## config.mk

```make
export PLATFORM = sky130hd
export DESIGN_NAME = yuyv_to_rgb_stream_converter
export DESIGN_NICKNAME = d
export VERILOG_FILES = /design/src/yuyv_pkg.sv /design/src/yuyv_cfg_regs.sv /design/src/yuyv_front.sv /design/src/yuyv_queue.sv /design/src/yuyv_back.sv /design/src/yuyv_to_rgb_stream_converter.sv
export SDC_FILE = /design/constraint.sdc
export NUM_CORES = 1
export LEC_CHECK = 0
export BUFFER_PORTS_ARGS = -buffer_cell sky130_fd_sc_hd__buf_4
export CAP_MARGIN = 25
export CORE_UTILIZATION = 65
export CTS_CLUSTER_SIZE = 40
export DETAILED_ROUTE_END_ITERATION = 6
export GPL_ROUTABILITY_DRIVEN = 1
export PLACE_DENSITY = 0.82
export SLEW_MARGIN = 20
export SYNTH_ARGS = -nofsm -noshare
export SYNTH_HDL_FRONTEND = slang
export SYNTH_HIERARCHICAL = 1
export SYNTH_SLANG_ARGS = --single-unit
```

## constraint.sdc

```tcl
create_clock -name clk -period 13.7 [get_ports clk]
set_input_delay 2.74 -clock clk [delete_from_list [all_inputs] [get_ports clk]]
set_output_delay 2.74 -clock clk [all_outputs]
set_load 0.05 [all_outputs]
```

## src/yuyv_pkg.sv

```systemverilog
package yuyv_pkg;

  // One YUYV macropixel as it arrives on the input channel.
  typedef struct packed {
    logic [7:0] luma_first;
    logic [7:0] chroma_blue;
    logic [7:0] luma_second;
    logic [7:0] chroma_red;
  } in_beat_t;

  // One RGB888 pixel with its framing flags.
  typedef struct packed {
    logic [7:0] red;
    logic [7:0] green;
    logic [7:0] blue;
    logic       last_of_pair;
    logic       end_of_frame;
  } out_pixel_t;

  // A classified macropixel waiting for the color stage.
  typedef struct packed {
    in_beat_t beat;
    logic     single_pixel;  // first pixel ends the frame, second luma is dropped
    logic     eof_second;    // second pixel ends the frame
  } queue_entry_t;

  typedef enum logic [0:0] {
    REG_FRAME_WIDTH  = 1'b0,
    REG_FRAME_HEIGHT = 1'b1
  } cfg_reg_t;

  localparam int unsigned DIM_W   = 12;
  localparam int unsigned COUNT_W = 24;
  localparam int unsigned SUM_W   = 18;

  localparam logic [DIM_W-1:0]   FRAME_WIDTH_RST  = 12'd640;
  localparam logic [DIM_W-1:0]   FRAME_HEIGHT_RST = 12'd480;
  localparam logic [COUNT_W-1:0] FRAME_TOTAL_RST  = 24'd307200;

  localparam logic signed [SUM_W-1:0] COEF_R_V      = 18'sd359;
  localparam logic signed [SUM_W-1:0] COEF_G_U      = 18'sd88;
  localparam logic signed [SUM_W-1:0] COEF_G_V      = 18'sd183;
  localparam logic signed [SUM_W-1:0] COEF_B_U      = 18'sd454;
  localparam logic signed [SUM_W-1:0] CHROMA_OFFSET = 18'sd128;
  localparam logic [7:0]              CHAN_MAX      = 8'd255;

endpackage

```

## src/yuyv_cfg_regs.sv

```systemverilog
module yuyv_cfg_regs (
  input  logic        clk,
  input  logic        rst_n,
  input  logic        psel,
  input  logic        penable,
  input  logic        pwrite,
  input  logic [2:0]  paddr,
  input  logic [31:0] pwdata,
  output logic [31:0] prdata,
  output logic        pready,
  output logic [23:0] frame_total
);
  import yuyv_pkg::*;

  logic [DIM_W-1:0]   width_r, width_nxt;
  logic [DIM_W-1:0]   height_r, height_nxt;
  logic [COUNT_W-1:0] total_r, total_nxt;
  logic               wr_en;
  cfg_reg_t           reg_sel;

  assign pready  = 1'b1;
  assign wr_en   = psel && penable && pwrite && pready;
  assign reg_sel = cfg_reg_t'(paddr[2]);

  // The frame total is formed with the incoming value at write time, so it
  // is ready at the edge right after the write.
  always_comb begin
    width_nxt  = width_r;
    height_nxt = height_r;
    total_nxt  = total_r;
    if (wr_en) begin
      case (reg_sel)
        REG_FRAME_WIDTH: begin
          width_nxt = pwdata[DIM_W-1:0];
          total_nxt = pwdata[DIM_W-1:0] * height_r;
        end
        REG_FRAME_HEIGHT: begin
          height_nxt = pwdata[DIM_W-1:0];
          total_nxt  = width_r * pwdata[DIM_W-1:0];
        end
        default: begin
          total_nxt = total_r;
        end
      endcase
    end
  end

  always_ff @(posedge clk) begin
    if (!rst_n) begin
      width_r  <= FRAME_WIDTH_RST;
      height_r <= FRAME_HEIGHT_RST;
      total_r  <= FRAME_TOTAL_RST;
    end else begin
      width_r  <= width_nxt;
      height_r <= height_nxt;
      total_r  <= total_nxt;
    end
  end

  always_comb begin
    case (reg_sel)
      REG_FRAME_WIDTH:  prdata = {20'd0, width_r};
      REG_FRAME_HEIGHT: prdata = {20'd0, height_r};
      default:          prdata = 32'd0;
    endcase
  end

  assign frame_total = total_r;

endmodule

```

## src/yuyv_front.sv

```systemverilog
module yuyv_front (
  input  logic                    clk,
  input  logic                    rst_n,
  input  logic                    in_valid,
  output logic                    in_ready,
  input  yuyv_pkg::in_beat_t      in_data,
  input  logic [23:0]             frame_total,
  input  logic                    queue_full,
  output logic                    push,
  output yuyv_pkg::queue_entry_t  push_entry
);
  import yuyv_pkg::*;

  logic [COUNT_W-1:0] count_r, count_nxt;
  logic [COUNT_W:0]   next_one;
  logic [COUNT_W:0]   next_two;
  logic               eof_first;
  logic               eof_second;

  assign in_ready = !queue_full;
  assign push     = in_valid && in_ready;

  // Both pixel positions of the macropixel are checked against the total
  // at once; the extra bit keeps the compare honest at the counter's top.
  assign next_one   = {1'b0, count_r} + (COUNT_W+1)'(1);
  assign next_two   = {1'b0, count_r} + (COUNT_W+1)'(2);
  assign eof_first  = next_one >= {1'b0, frame_total};
  assign eof_second = next_two >= {1'b0, frame_total};

  always_comb begin
    count_nxt = count_r;
    if (push) begin
      if (eof_first || eof_second) begin
        count_nxt = '0;
      end else begin
        count_nxt = next_two[COUNT_W-1:0];
      end
    end
  end

  always_ff @(posedge clk) begin
    if (!rst_n) begin
      count_r <= '0;
    end else begin
      count_r <= count_nxt;
    end
  end

  assign push_entry.beat         = in_data;
  assign push_entry.single_pixel = eof_first;
  assign push_entry.eof_second   = eof_second;

endmodule

```

## src/yuyv_queue.sv

```systemverilog
module yuyv_queue #(
  parameter int unsigned DEPTH = 2
) (
  input  logic                   clk,
  input  logic                   rst_n,
  input  logic                   push,
  input  yuyv_pkg::queue_entry_t push_entry,
  input  logic                   pop,
  output logic                   full,
  output logic                   not_empty,
  output yuyv_pkg::queue_entry_t head
);
  import yuyv_pkg::*;

  localparam int unsigned PTR_W = (DEPTH > 1) ? $clog2(DEPTH) : 1;
  localparam int unsigned CNT_W = $clog2(DEPTH + 1);
  localparam logic [PTR_W-1:0] LAST_SLOT = PTR_W'(DEPTH - 1);
  localparam logic [CNT_W-1:0] FULL_CNT  = CNT_W'(DEPTH);

  queue_entry_t     slots_r [DEPTH];
  logic [PTR_W-1:0] wr_ptr_r, wr_ptr_nxt;
  logic [PTR_W-1:0] rd_ptr_r, rd_ptr_nxt;
  logic [CNT_W-1:0] fill_r, fill_nxt;

  assign full      = fill_r == FULL_CNT;
  assign not_empty = fill_r != '0;
  assign head      = slots_r[rd_ptr_r];

  always_comb begin
    wr_ptr_nxt = wr_ptr_r;
    rd_ptr_nxt = rd_ptr_r;
    fill_nxt   = fill_r;
    if (push) begin
      wr_ptr_nxt = (wr_ptr_r == LAST_SLOT) ? '0 : wr_ptr_r + PTR_W'(1);
    end
    if (pop) begin
      rd_ptr_nxt = (rd_ptr_r == LAST_SLOT) ? '0 : rd_ptr_r + PTR_W'(1);
    end
    case ({push, pop})
      2'b10:   fill_nxt = fill_r + CNT_W'(1);
      2'b01:   fill_nxt = fill_r - CNT_W'(1);
      default: fill_nxt = fill_r;
    endcase
  end

  always_ff @(posedge clk) begin
    if (!rst_n) begin
      wr_ptr_r <= '0;
      rd_ptr_r <= '0;
      fill_r   <= '0;
    end else begin
      wr_ptr_r <= wr_ptr_nxt;
      rd_ptr_r <= rd_ptr_nxt;
      fill_r   <= fill_nxt;
    end
  end

  always_ff @(posedge clk) begin
    if (push) begin
      slots_r[wr_ptr_r] <= push_entry;
    end
  end

endmodule

```

## src/yuyv_back.sv

```systemverilog
module yuyv_back (
  input  logic                   clk,
  input  logic                   rst_n,
  input  logic                   head_valid,
  input  yuyv_pkg::queue_entry_t head,
  output logic                   pop,
  output logic                   out_valid,
  input  logic                   out_ready,
  output yuyv_pkg::out_pixel_t   out_data
);
  import yuyv_pkg::*;

  logic                    phase_r, phase_nxt;
  logic                    out_valid_r, out_valid_nxt;
  out_pixel_t              pixel_r, pixel_nxt;
  logic                    load;
  logic [7:0]              luma;
  logic signed [SUM_W-1:0] y_s, u_s, v_s;
  logic signed [SUM_W-1:0] sum_r, sum_g, sum_b;

  function automatic logic [7:0] saturate(input logic signed [SUM_W-1:0] s);
    logic [7:0] res;
    if (s[SUM_W-1]) begin
      res = '0;
    end else if (s[SUM_W-2]) begin
      res = CHAN_MAX;
    end else begin
      res = s[15:8];
    end
    return res;
  endfunction

  assign load = head_valid && (!out_valid_r || out_ready);
  assign pop  = load && (phase_r || head.single_pixel);

  assign luma = phase_r ? head.beat.luma_second : head.beat.luma_first;
  assign y_s  = $signed({2'b00, luma, 8'h00});
  assign u_s  = $signed({10'd0, head.beat.chroma_blue}) - CHROMA_OFFSET;
  assign v_s  = $signed({10'd0, head.beat.chroma_red}) - CHROMA_OFFSET;

  assign sum_r = y_s + COEF_R_V * v_s;
  assign sum_g = y_s - COEF_G_U * u_s - COEF_G_V * v_s;
  assign sum_b = y_s + COEF_B_U * u_s;

  always_comb begin
    phase_nxt     = phase_r;
    out_valid_nxt = out_valid_r;
    pixel_nxt     = pixel_r;
    if (load) begin
      out_valid_nxt          = 1'b1;
      phase_nxt              = !pop;
      pixel_nxt.red          = saturate(sum_r);
      pixel_nxt.green        = saturate(sum_g);
      pixel_nxt.blue         = saturate(sum_b);
      pixel_nxt.last_of_pair = phase_r || head.single_pixel;
      pixel_nxt.end_of_frame = phase_r ? head.eof_second : head.single_pixel;
    end else if (out_ready) begin
      out_valid_nxt = 1'b0;
    end
  end

  always_ff @(posedge clk) begin
    if (!rst_n) begin
      phase_r     <= 1'b0;
      out_valid_r <= 1'b0;
    end else begin
      phase_r     <= phase_nxt;
      out_valid_r <= out_valid_nxt;
    end
  end

  always_ff @(posedge clk) begin
    pixel_r <= pixel_nxt;
  end

  assign out_valid = out_valid_r;
  assign out_data  = pixel_r;

endmodule

```

## src/yuyv_to_rgb_stream_converter.sv

```systemverilog
// YUYV 4:2:2 to RGB888 stream converter. Each input beat carries one packed
// macropixel (first luma, U, second luma, V) and yields two RGB888 output
// beats that share the chroma, computed as R = (256Y + 359V) >> 8,
// G = (256Y - 88U - 183V) >> 8 and B = (256Y + 454U) >> 8 with U and V
// taken relative to 128, an arithmetic shift and saturation to 0..255.
// A pixel counter runs against frame_width * frame_height (APB registers
// at byte addresses 0 and 4, reset 640 and 480); the last pixel of a frame
// carries end_of_frame, and when the frame total is odd the final
// macropixel gives only its first pixel. Every output beat is flagged
// last_of_pair when it is the final pixel of its macropixel. The converter
// delivers one pixel per cycle while the queue holds a macropixel and the
// output is not stalled, a rate set by the single color datapath behind
// the queue. An accepted macropixel is queued and its pixels leave through
// the output register. Write the registers only while the stream is idle.
module yuyv_to_rgb_stream_converter #(
  parameter int unsigned QUEUE_DEPTH = 2
) (
  input  logic                 clk,
  input  logic                 rst_n,
  input  logic                 in_valid,
  output logic                 in_ready,
  input  yuyv_pkg::in_beat_t   in_data,
  output logic                 out_valid,
  input  logic                 out_ready,
  output yuyv_pkg::out_pixel_t out_data,
  input  logic                 psel,
  input  logic                 penable,
  input  logic                 pwrite,
  input  logic [2:0]           paddr,
  input  logic [31:0]          pwdata,
  output logic [31:0]          prdata,
  output logic                 pready
);
  import yuyv_pkg::*;

  logic [COUNT_W-1:0] frame_total;
  logic               push;
  logic               pop;
  logic               queue_full;
  logic               head_valid;
  queue_entry_t       push_entry;
  queue_entry_t       head;

  // Register file; it also keeps the frame total as a registered product so
  // the front end only has to compare against it.
  yuyv_cfg_regs u_cfg (
    .clk         (clk),
    .rst_n       (rst_n),
    .psel        (psel),
    .penable     (penable),
    .pwrite      (pwrite),
    .paddr       (paddr),
    .pwdata      (pwdata),
    .prdata      (prdata),
    .pready      (pready),
    .frame_total (frame_total)
  );

  // The front end accepts a macropixel whenever the queue has room and
  // decides up front whether it ends the frame on its first or second
  // pixel, advancing the pixel counter by two or clearing it at frame end.
  yuyv_front u_front (
    .clk         (clk),
    .rst_n       (rst_n),
    .in_valid    (in_valid),
    .in_ready    (in_ready),
    .in_data     (in_data),
    .frame_total (frame_total),
    .queue_full  (queue_full),
    .push        (push),
    .push_entry  (push_entry)
  );

  // The queue decouples input acceptance from output backpressure, so new
  // macropixels keep flowing while the back end still drains a pair.
  yuyv_queue #(
    .DEPTH (QUEUE_DEPTH)
  ) u_queue (
    .clk        (clk),
    .rst_n      (rst_n),
    .push       (push),
    .push_entry (push_entry),
    .pop        (pop),
    .full       (queue_full),
    .not_empty  (head_valid),
    .head       (head)
  );

  // The back end walks each queued macropixel one pixel per cycle, while
  // the output is not stalled, through the color math into the output
  // register, popping the entry on its last pixel.
  yuyv_back u_back (
    .clk        (clk),
    .rst_n      (rst_n),
    .head_valid (head_valid),
    .head       (head),
    .pop        (pop),
    .out_valid  (out_valid),
    .out_ready  (out_ready),
    .out_data   (out_data)
  );

endmodule

```

======== Yosys cells after proc, flatten, opt, wreduce, memory -nomap -nowiden ========
Memory sizes are Yosys's and may differ from the RTL's. A register that Yosys moved wholly into a read port is not among the register bits.
Cells that the tools add are included.
cells by class
  eq/ne operators ......................... 3
  multiplexer cells ....................... 17
  magnitude comparators ................... 2
  multipliers ............................. 6
  bitwise logic cells ..................... 1
  reductions and logical operators ........ 16
  $add $sub $neg .......................... 12
operators with widths
  operator                count
  $pmux 32 s2             1
  $ge 25x24->1            2
  $mul 12x12->24          2
  $pmux 24 s2             1
  $add 17x18->18          2
  $mux 8                  4
  $add 24x1->25 const B   1
  $add 24x2->25 const B   1
  $mux 24                 1
  $mul 10x18->18 const A  1
  $mul 5x18->15 const A   1
  $mul 9x18->17 const A   1
  $mul 9x18->18 const A   1
  $sub 17x18->18          1
  $sub 18x18->18          1
  $sub 8x8->9 const B     2
  $mux 1                  9
  $reduce_bool 2->1       3
  $logic_and 1x1->1       5
  $eq 2x2->1 const B      2
  $pmux 2 s2              1
  $reduce_and 2->1        2
  $logic_not 1->1         3
  $logic_or 1x1->1        3
  5 further kinds         6
word-level totals
  register bits ........................... 104
  memory bits (writable) .................. 68
  logic and storage cells ................. 72
  memories ................................ 1
  bits of input ports ..................... 74
  output and inout bits ................... 61
memory list
  memory           depth  bits a word  rd ports  clocked after Yosys merged registers in  write ports  RTL line          text
  u_queue.slots_r  2      34           1         1                                        1            yuyv_queue.sv:20  queue_entry_t slots_r [DEPTH];

======== Depth between registers and ports, before layout ========
Gate-level depths: netlist (run 1).
  depth in word-level cells ............... 6
  gate-level depth with buffers ........... 29
  mapped depth without buffers ............ 27

======== Modules after synthesis ========
Netlist (run 1), hierarchy kept.
modules (own cells, without submodules)
  module         times used  area each (um^2)  cells an instance  sequential area each (um^2)
  yuyv_cfg_regs  1           11619.9           1382               960.9
  yuyv_back      1           7613.6            778                820.8
  yuyv_front     1           3001.6            401                460.4
  yuyv_queue     1           2663.8            128                2142.1

======== Least setup slack after synthesis (run 1) ========
No wires, ideal clock.
  path kind ............................... input to register
  start point ............................. input port pwdata[9]
  end point ............................... register u_cfg.total_r[22] (netlist: u_cfg/frame_total[22])
  required time ........................... 13.614 ns
  setup time .............................. 0.086 ns
  buffers on the path ..................... 2
  slack ................................... 6.092 ns
  cell stages on the path ................. 19
  arrival ................................. 7.522 ns
  path through ............................ clkbuf_1 -> clkbuf_1 -> nand2_1 -> fa_1 -> inv_1 -> fa_1 -> fa_1 -> fa_1 -> inv_1 -> fa_1 -> inv_1 -> ha_1 -> a21oi_2 -> o21ai_1 -> a21o_1 -> a221oi_2 -> o21ai_1 -> o21a_1 -> a211oi_1
between the ends
  word-level cells in the longest chain between the ends .. 2
  elaborated cells on any way between the ends .. 3
  those cells by class .................... mul: 2; mux: 1
ends and longest elaborated chain
  what                                      RTL line                                  text
  start: declaration                        yuyv_to_rgb_stream_converter.sv:30        input logic [31:0] pwdata,
  $mul 12x12->24, on equally long branches  yuyv_cfg_regs.sv:39, yuyv_cfg_regs.sv:35
  $pmux 24 s2 *                             yuyv_cfg_regs.sv:32                       case (reg_sel)
  end signal: assignment                    yuyv_cfg_regs.sv:56                       total_r <= total_nxt;
  end: declaration                          yuyv_cfg_regs.sv:17                       logic [COUNT_W-1:0] total_r, total_nxt;
Every way passes the cells marked *; elsewhere a longest branch is shown, timed or not.
A chain may end at the register's enable or synchronous reset.

==> results of run 1 <==
==> area by class of cell <==
cell class              instances  area (um^2)  area share [%]
multi-input cells            1856        17810           68.24
flip-flops and latches        172         4384           16.80
inverters                     504         1892           7.248
repair buffers                 99        770.7           2.953
well taps                     511        639.4           2.450
clock buffers                  17        425.4           1.630
clock inverters                15        173.9          0.6663
diodes                          2        5.005         0.01918
==> cells in the mapped netlist, types with 57 or more instances <==
| cell type | count | area, um^2 |
|---|---|---|
| inv_1 | 504 | 1892 |
| ha_1 | 350 | 4379 |
| nand2_1 | 312 | 1171 |
| fa_1 | 291 | 5826 |
| and2_1 | 126 | 788.3 |
| clkbuf_1 | 105 | 394.1 |
| edfxtp_1 | 94 | 2823 |
| dfxtp_1 | 78 | 1562 |
| a21oi_1 | 77 | 385.4 |
| nor2_1 | 66 | 247.7 |
| xnor2_1 | 63 | 551.8 |
| buf_4 | 57 | 427.9 |
==> routing by layer <==
layer	vias to the layer above	GRT usage (%)	wire length (um)
met5	-	0	0
met4	0	14.87	2631
met3	187	5.399	3297
met2	640	54.96	29160
met1	9145	35.47	22720
li1	8544	-	-
==> stage by stage <==
stage	cell area [um^2]	util, %	hold slack (ns)	cells
6_report	26100	69.29	0.4718	3176
5_1_grt	26100	69.29	0.5105	3175
4_1_cts	26090	69.27	0.4774	3174
3_5_place_dp	25490	67.68	0.4678	3142
3_3_place_gp	25450	67.56	0.4599	3140
2_1_floorplan	24970	-	0.4410	2708
==> registers in the layout, summed over array words and instances (netlist names), 2 cells and up, named ones only <==
register and flops:
u_cfg/width_r 12, u_queue/slots_r 68, u_front/count_r 23, u_queue/fill_r 2
u_cfg/frame_total 24, u_cfg/height_r 12, u_back/out_data 26
==> final timing paths <==
path	to	slack (ns)	depth (start not counted)	from
min reg2reg	u_cfg/frame_total[0]	0.47	2	u_cfg/frame_total[0]
max	u_back/out_data[17]	5.62	26	flip-flop
max reg2reg	u_back/out_data[17]	5.62	26	flip-flop
min	u_cfg/frame_total[0]	0.47	2	u_cfg/frame_total[0]
==> worst reg2reg max path: cells and delay by family, from the launching register on <==
family,cells,cell delay [ns]
compound gates,10,2.47
flops,1,0.32
mux,1,0.52
fa+ha+maj,9,3.67
xor+xnor,1,0.16
buf+inv,5,0.70
==> cell families after synthesis <==
logic type,count (synthesis)
other,2
adders and majority gates,641
xor gates and xnor gates,111
buffers and inverters,680
muxes,63
DFF,172
and+or+nand+nor,666
AOI/OAI and AO/OA,354
==> summary.txt, run 1 <==
status -> completed
Area Overhead vs Synth -> 4.824%
CP Launch Type -> flip-flop
I/O Pins -> 135
PostCTS Resize Cnt -> 0
core area -> 37670 um^2
compound-gate portion of the synthesized area -> 10.41%
Synth Area in Adders -> 40.98%
largest net degree at the start of global routing -> 83
Post-Synth XOR/XNOR Area -> 3.960%
Gate Count Post-Synth -> 2689
number of synthesized flops with an enable pin -> 94
DR DRC count -> 0
Slew @ Worst Pin -> 0.8669 ns
Placer Congestion -> 0.8874
Vias/cell -> 5.830
multiplexer share of the synthesized area -> 2.779%
via count -> 18520
chip width -> 197.7 um
MaxCap Viol Count -> 0
Setup TNS -> 0 ns
max_slew headroom -> 40.55%
final period utilization -> 58.98%
drt wl/cell -> 18.20 um
Slew Limit Fails -> 0
Clock Sink Count -> 172
Final Skew -> 0.01789 ns
initial antenna violation count -> 1
yosys warns -> 6
DIE AREA -> 39090 um^2
Yosys reg bits -> 172
CTS buffer count -> 17
leading cell types in the layout, fill and taps excluded -> inv_1 (504), ha_1 (350), nand2_1 (312)
Tmin final -> 8.081 ns
Setup WS pre-CTS -> 5.634 ns
Setup-failing EPs final -> 0
most common cell after layout, fill and taps aside -> inv_1
CP Class -> flip-flop to flip-flop
main combinational cell family by area after synthesis -> adder cells
total gr overflow -> 0
Final Hold Vio Count -> 0
Worst setup EP type -> flip-flop
critical path arrival -> 8.27 ns
first-pass GRT wire length -> 94950 um
WL final -> 57810 um
H-Tree Depth -> 4
Crit path max-delay family -> adder cells
share of cells above drive strength 1 -> 8.712%
Primary FF master, synth -> edfxtp_1
Worst Path Max Fanout -> 34
initial DRC count -> 1154
Yosys cell types -> 96
Final WS setup -> 5.619 ns
share of the yosys chip area belonging to registers -> 17.61%
fillers -> 2852
CTS tree -> done
fmax -> 123.7 MHz
Root Buffer Master -> clkbuf_16
Worst Path Required -> 13.89 ns
Hold Buf Count CTS -> 0
Clock Tree Buf Depth -> 2
Final ANT Viol Nets -> 0
RSZ-0062 raised after global routing -> no
Die H -> 197.7 um
drt first pass iters -> 7
Post-Synth Simple-Gate Area -> 13.03%
Clock Latency Late Sink -> 0.45 ns
Worst Hold Class -> flip-flop to flip-flop
GRT Overall Usage -> 30.73%
slowest stage delay, CP -> 0.56 ns
row cnt -> 71
dpl hpwl -> 43770 um
clk slew on worst S/H paths -> 0.07 ns
slowest CP cell -> fa_1
Mapped Avg Cell Area -> 9.260 um^2
IO Port Bufs -> 91
fin nets -> 3365
CP most frequent cell -> ha_1
Post-CTS Setup Repair Bufs -> 0
Starting Density -> 66.10%
cell area after synthesis -> 24900 um^2
WP buf/inv -> 5
vias in the first global route -> 19680
ys async rst share -> 0%
Power of run 1 is not shown: default switching activity piles up to over one toggle a cycle in this logic, so the estimate is an artifact.
==> run 2: changes to the inputs <==
--- a/config.mk
+++ b/config.mk
@@ -7,11 +7,11 @@
 export LEC_CHECK = 0
 export BUFFER_PORTS_ARGS = -buffer_cell sky130_fd_sc_hd__buf_4
 export CAP_MARGIN = 25
-export CORE_UTILIZATION = 65
+export CORE_UTILIZATION = 58
 export CTS_CLUSTER_SIZE = 40
 export DETAILED_ROUTE_END_ITERATION = 6
 export GPL_ROUTABILITY_DRIVEN = 1
-export PLACE_DENSITY = 0.82
+export PLACE_DENSITY = 0.77
 export SLEW_MARGIN = 20
 export SYNTH_ARGS = -nofsm -noshare
 export SYNTH_HDL_FRONTEND = slang
==> constraint.sdc (replaced) <==
create_clock -name clk -period 7.1 [get_ports clk]
set_input_delay 1.42 -clock clk [delete_from_list [all_inputs] [get_ports clk]]
set_output_delay 1.42 -clock clk [all_outputs]
set_load 0.05 [all_outputs]
==> summary.txt, run 2 (synthesized netlist as in run 1, its figures left out) <==
status -> completed
Hold Slack -> 0.4698 ns (-0.001936 ns)
Vias/cell -> 5.684 (-2.5%)
drt first pass iters -> 5 (-2)
Final ANT Viol Nets -> 0 (unchanged)
Clock Latency Late Sink -> 0.47 ns (+0.02 ns)
Root Buffer Master -> clkbuf_16
vias in the first global route -> 19270 (-2.1%)
dpl hpwl -> 43390 um (-0.86%)
via count -> 18300 (-1.2%)
chip width -> 209.2 um (+5.8%)
final period utilization -> 97.44% (+38 points)
MaxCap Viol Count -> 0 (unchanged)
Tmin final -> 6.918 ns (-1.163 ns)
share of cells above drive strength 1 -> 9.813% (+1.1 points)
Worst Hold Class -> flip-flop to flip-flop
GRT Overall Usage -> 26.56% (-4.2 points)
DR DRC count -> 0 (unchanged)
Clock Sink Count -> 172 (unchanged)
H-Tree Depth -> 4 (unchanged)
highest routed layer -> met4
drt wl/cell -> 17.37 um (-4.6%)
core area -> 42130 um^2 (+12%)
critical path arrival -> 7.12 ns (-1.15 ns)
clk slew on worst S/H paths -> 0.07 ns (about the same)
first-pass GRT wire length -> 93320 um (-1.7%)
DIE AREA -> 43760 um^2 (+12%)
Worst Path Max Fanout -> 7 (-79%)
fillers -> 3398 (+19%)
total gr overflow -> 0 (unchanged)
Biggest register -> u_queue/slots_r
Final WS setup -> 0.1818 ns (-5.437 ns)
CP Launch Type -> flip-flop
Slew Limit Fails -> 0 (unchanged)
fmax -> 144.5 MHz (+17%)
CTS tree -> done
max_slew headroom -> 40.16% (-0.39 points)
Die H -> 209.2 um (+5.8%)
CTS buffer count -> 17 (unchanged)
most common cell after layout, fill and taps aside -> inv_1
Final Hold Vio Count -> 0 (unchanged)
WL final -> 55910 um (-3.3%)
number of flip-flops under the largest register name -> 68 (unchanged)
CP Class -> flip-flop to flip-flop
Non-Filler Instances -> 3219 (+1.4%)
Area Overhead vs Synth -> 5.874%
row cnt -> 75 (+5.6%)
Post-CTS Setup Repair Bufs -> 0 (unchanged)
fin nets -> 3382 (+0.51%)
RSZ-0062 raised after global routing -> yes
Cells after DPL -> 3185 (+1.4%)
largest net degree at the start of global routing -> 83 (unchanged)
initial DRC count -> 1218 (+5.5%)
IO Port Bufs -> 91 (unchanged)
Slew @ Worst Pin -> 0.8726 ns (+0.005670 ns)
Metal-1 WL -> 23010 um (+1.3%)
WL met2 -> 28300 um (-2.9%)
Ant. Diodes -> 0 (-2)
routed wl met3 -> 2655 um (-19%)
Final Skew -> 0.01846 ns (+0.0005692 ns)
Starting Density -> 59.09% (-7.0 points)
Placer Congestion -> 0.9098 (+2.5%)
Setup WS pre-CTS -> -0.05555 ns (-5.689 ns)
I/O Pins -> 135 (unchanged)
Setup-failing EPs final -> 0 (unchanged)
Worst Path Required -> 7.30 ns (-6.59 ns)
leading cell types in the layout, fill and taps excluded -> inv_1 (503), ha_1 (348), nand2_1 (312)
Worst setup EP type -> flip-flop
Clock Tree Buf Depth -> 2 (unchanged)
initial antenna violation count -> 0 (-1)
==> run 2: timing repair <==
action	in CTS	in global routing
gates cloned	0	0
hold buffers	0	0
pin swaps	1	7
setup endpoints to repair	8	16
resized for setup	2	15
==> run 2: worst max-delay path, cell delays in order, from the launching register on <==
cell       delay (ns)
dfxtp_4          0.40
mux2_2           0.36
buf_4            0.17
ha_1             0.29
inv_1            0.06
fa_1             0.50
inv_1            0.06
ha_4             0.28
inv_1            0.04
o21bai_1         0.19
a21oi_1          0.11
xnor2_1          0.14
ha_1             0.28
ha_1             0.29
inv_1            0.05
fa_1             0.50
fa_1             0.55
inv_1            0.05
fa_1             0.53
inv_1            0.04
ha_1             0.32
inv_2            0.10
o21bai_2         0.11
a2111oi_4        0.42
a21oi_2          0.16
a211oi_2         0.33
xnor2_2          0.17
o21a_1           0.17
==> run 2: routing by layer <==
layer,track usage (%),vias up
met5,0,-
li1,-,8552
met1,32.48,9057
met3,2.765,137
met4,11.97,0
met2,47.22,551
==> run 2: through the flow <==
| stage | area (um^2) | utilization, % | TNS [ns] |
|---|---|---|---|
| after global placement | 25600 | 60.77 | 0 |
| after floorplan | 24970 | - | 0 |
| after global routing | 26360 | 62.57 | -0.01783 |
| after CTS | 26240 | 62.28 | 0 |
| final | 26360 | 62.57 | 0 |
| after detailed placement | 25620 | 60.80 | -0.05555 |
==> run 2: cell type report <==
type / instances / area [um^2] / share of cell area [%]
Clock buffer: 18 / 450.4 / 1.709
Clock inverter: 14 / 168.9 / 0.6408
Inverter: 504 / 1892 / 7.176
Multi-Input combinational cell: 1856 / 17890 / 67.85
Sequential cell: 172 / 4388 / 16.65
Tap cell: 539 / 674.4 / 2.558
Timing Repair Buffer: 116 / 902.1 / 3.422
==> run 2: path summary, 6_finish.rpt <==
check	startpoint	end	slack, ns	cells after the start
worst max-delay path	flip-flop	u_back/out_data[14]	0.18	27
worst min-delay path	u_cfg/frame_total[5]	u_cfg/frame_total[5]	0.47	2
worst max register to register	flip-flop	u_back/out_data[14]	0.18	27
worst min register to register	u_cfg/frame_total[5]	u_cfg/frame_total[5]	0.47	2
Power of run 2 is left out for the same reason.
==> run 3: changes to the inputs <==
--- a/config.mk
+++ b/config.mk
@@ -7,11 +7,12 @@
 export LEC_CHECK = 0
 export BUFFER_PORTS_ARGS = -buffer_cell sky130_fd_sc_hd__buf_4
 export CAP_MARGIN = 25
-export CORE_UTILIZATION = 58
+export CORE_UTILIZATION = 59
+export CTS_BUF_LIST = sky130_fd_sc_hd__clkbuf_2 sky130_fd_sc_hd__clkbuf_4 sky130_fd_sc_hd__clkbuf_8
 export CTS_CLUSTER_SIZE = 40
 export DETAILED_ROUTE_END_ITERATION = 6
 export GPL_ROUTABILITY_DRIVEN = 1
-export PLACE_DENSITY = 0.77
+export PLACE_DENSITY = 0.83
 export SLEW_MARGIN = 20
 export SYNTH_ARGS = -nofsm -noshare
 export SYNTH_HDL_FRONTEND = slang
==> summary.txt, run 3 (synthesized netlist as in run 1, its figures left out) <==
Ant. Diodes -> 0 (unchanged)
initial antenna violation count -> 1 (+1)
Die H -> 207.4 um (-0.84%)
Tmin final -> 7.078 ns (+0.1594 ns)
Hold EP -> u_cfg/frame_total[0]
Final WS setup -> 0.02239 ns (-0.1594 ns)
number of flip-flops under the largest register name -> 68 (unchanged)
CTS buffer count -> 17 (unchanged)
max_slew headroom -> 31.89% (-8.3 points)
Placer Congestion -> 0.9257 (+1.7%)
CP Class -> flip-flop to flip-flop
final period utilization -> 99.68% (+2.2 points)
hold path depth -> 2 (unchanged)
Clock Tree Buf Depth -> 2 (unchanged)
Clock Sink Count -> 172 (unchanged)
Setup-failing EPs final -> 0 (unchanged)
fmax -> 141.3 MHz (-2.3%)
R2R setup slack -> 0.02 ns (-0.16 ns)
CP Launch Type -> flip-flop
initial DRC count -> 1432 (+18%)
IO Port Bufs -> 91 (unchanged)
Worst setup EP type -> flip-flop
vias in the first global route -> 19750 (+2.5%)
CTS tree -> done
first-pass GRT wire length -> 95230 um (+2.1%)
Setup WS pre-CTS -> -0.2857 ns (-0.2301 ns)
Vias/cell -> 5.805 (+2.1%)
Clock Latency Late Sink -> 0.52 ns (+0.05 ns)
fin nets -> 3384 (+0.059%)
share of cells above drive strength 1 -> 10.37% (+0.55 points)
Slew @ Worst Pin -> 1.021 ns (+0.1479 ns)
Area Overhead vs Synth -> 5.417%
Worst Hold Class -> flip-flop to flip-flop
Reg2Reg Depth -> 25 (-7.4%)
total gr overflow -> 0 (unchanged)
design area -> 26250 um^2 (-0.43%)
HP Start -> u_cfg/frame_total[0]
H-Tree Depth -> 4 (unchanged)
most common cell after layout, fill and taps aside -> inv_1
Root Buffer Master -> clkbuf_8
WL final -> 58530 um (+4.7%)
r2r endpoint -> u_back/out_data[16]
Starting Density -> 60.43% (+1.3 points)
Final Hold Vio Count -> 0 (unchanged)
I/O Pins -> 135 (unchanged)
row cnt -> 74 (-1.3%)
fillers -> 3138 (-7.7%)
largest net degree at the start of global routing -> 83 (unchanged)
DIE AREA -> 43030 um^2 (-1.7%)
Worst Path Required -> 7.37 ns (+0.07 ns)
Final Skew -> 0.01554 ns (-0.002915 ns)
Worst Path Max Fanout -> 7 (unchanged)
drt wl/cell -> 18.21 um (+4.9%)
Final ANT Viol Nets -> 0 (unchanged)
drt first pass iters -> 7 (+2)
dpl hpwl -> 44030 um (+1.5%)
leading cell types in the layout, fill and taps excluded -> inv_1 (502), ha_1 (343), nand2_1 (312)
via count -> 18660 (+2.0%)
DR DRC count -> 0 (unchanged)
core area -> 41200 um^2 (-2.2%)
status -> completed
clk slew on worst S/H paths -> 0.11 ns (+0.04 ns)
critical path arrival -> 7.35 ns (+0.23 ns)
Placed Area -> 25560 um^2 (-0.23%)
MaxCap Viol Count -> 0 (unchanged)
chip width -> 207.4 um (-0.84%)
GRT Overall Usage -> 27.40% (+0.84 points)
Hold Buf Count CTS -> 0 (unchanged)
Slew Limit Fails -> 0 (unchanged)
Biggest register -> u_queue/slots_r
[run 3: timing repair]
item	in CTS	in global routing
buffers inserted	1	7
gates cloned	0	0
pin swaps	3	17
resized for setup	11	22
setup endpoints to repair	8	8
[run 3: cell type report]
cell class,count,area (um^2),area share (%)
Multi-Input combinational cell,1856,18000,68.56
Sequential cell,172,4388,16.72
Inverter,504,1892,7.208
Timing Repair Buffer,118,918.4,3.499
Tap cell,532,665.6,2.536
Clock buffer,18,241.5,0.9200
Clock inverter,14,146.4,0.5577
[run 3: worst max-delay path by stage]
stage | to | slack [ns] | depth (start not counted) | start
5_1_grt | u_back/out_data[13] | -0.23 | 26 | flip-flop
3_5_place_dp | u_back/out_data[17] | -0.29 | 26 | flip-flop
4_1_cts | u_back/out_data[17] | 0.02 | 25 | flip-flop
3_3_place_gp | u_back/out_data[17] | 0.13 | 26 | flip-flop
2_1_floorplan | u_back/out_data[17] | 0.13 | 27 | flip-flop
6_report | u_back/out_data[16] | 0.02 | 25 | flip-flop
[run 3: per-layer routing]
metal	up-vias	track usage, %	share of wire, %
met3	190	4.160	6.0
met1	9241	32.43	39
li1	8549	-	-
met4	2	12.92	4.6
met5	-	0	0.017
met2	676	48.75	51
[run 3: worst max-delay path, cell delays in order, from the launching register on]
cell and delay, ns:
dfxtp_4 0.41, mux2_2 0.38, ha_1 0.32, ha_1 0.33, ha_1 0.31, a21o_1 0.20, a21oi_2 0.17, o21bai_2 0.11
a21oi_2 0.19, o21bai_2 0.12, a21oi_2 0.21, xnor2_2 0.15, fa_1 0.47, fa_1 0.56, inv_1 0.06, fa_1 0.54
inv_1 0.06, fa_1 0.53, inv_1 0.07, ha_4 0.27, a2111oi_4 0.43, buf_4 0.20, a21oi_2 0.09, a211oi_2 0.33
xnor2_2 0.17, o21a_1 0.15
[run 3: per-stage QoR]
step           utilization, %  cells  hold slack, ns  TNS [ns]
4_1_cts                 63.11   3205          0.4936         0
3_3_place_gp            62.03   3172          0.4624         0
2_1_floorplan               -   2708          0.4410         0
5_1_grt                 63.70   3214          0.5201    -1.708
6_report                63.70   3214          0.4988         0
3_5_place_dp            62.03   3172          0.4765    -1.211
Power of run 3 is left out for the same reason.
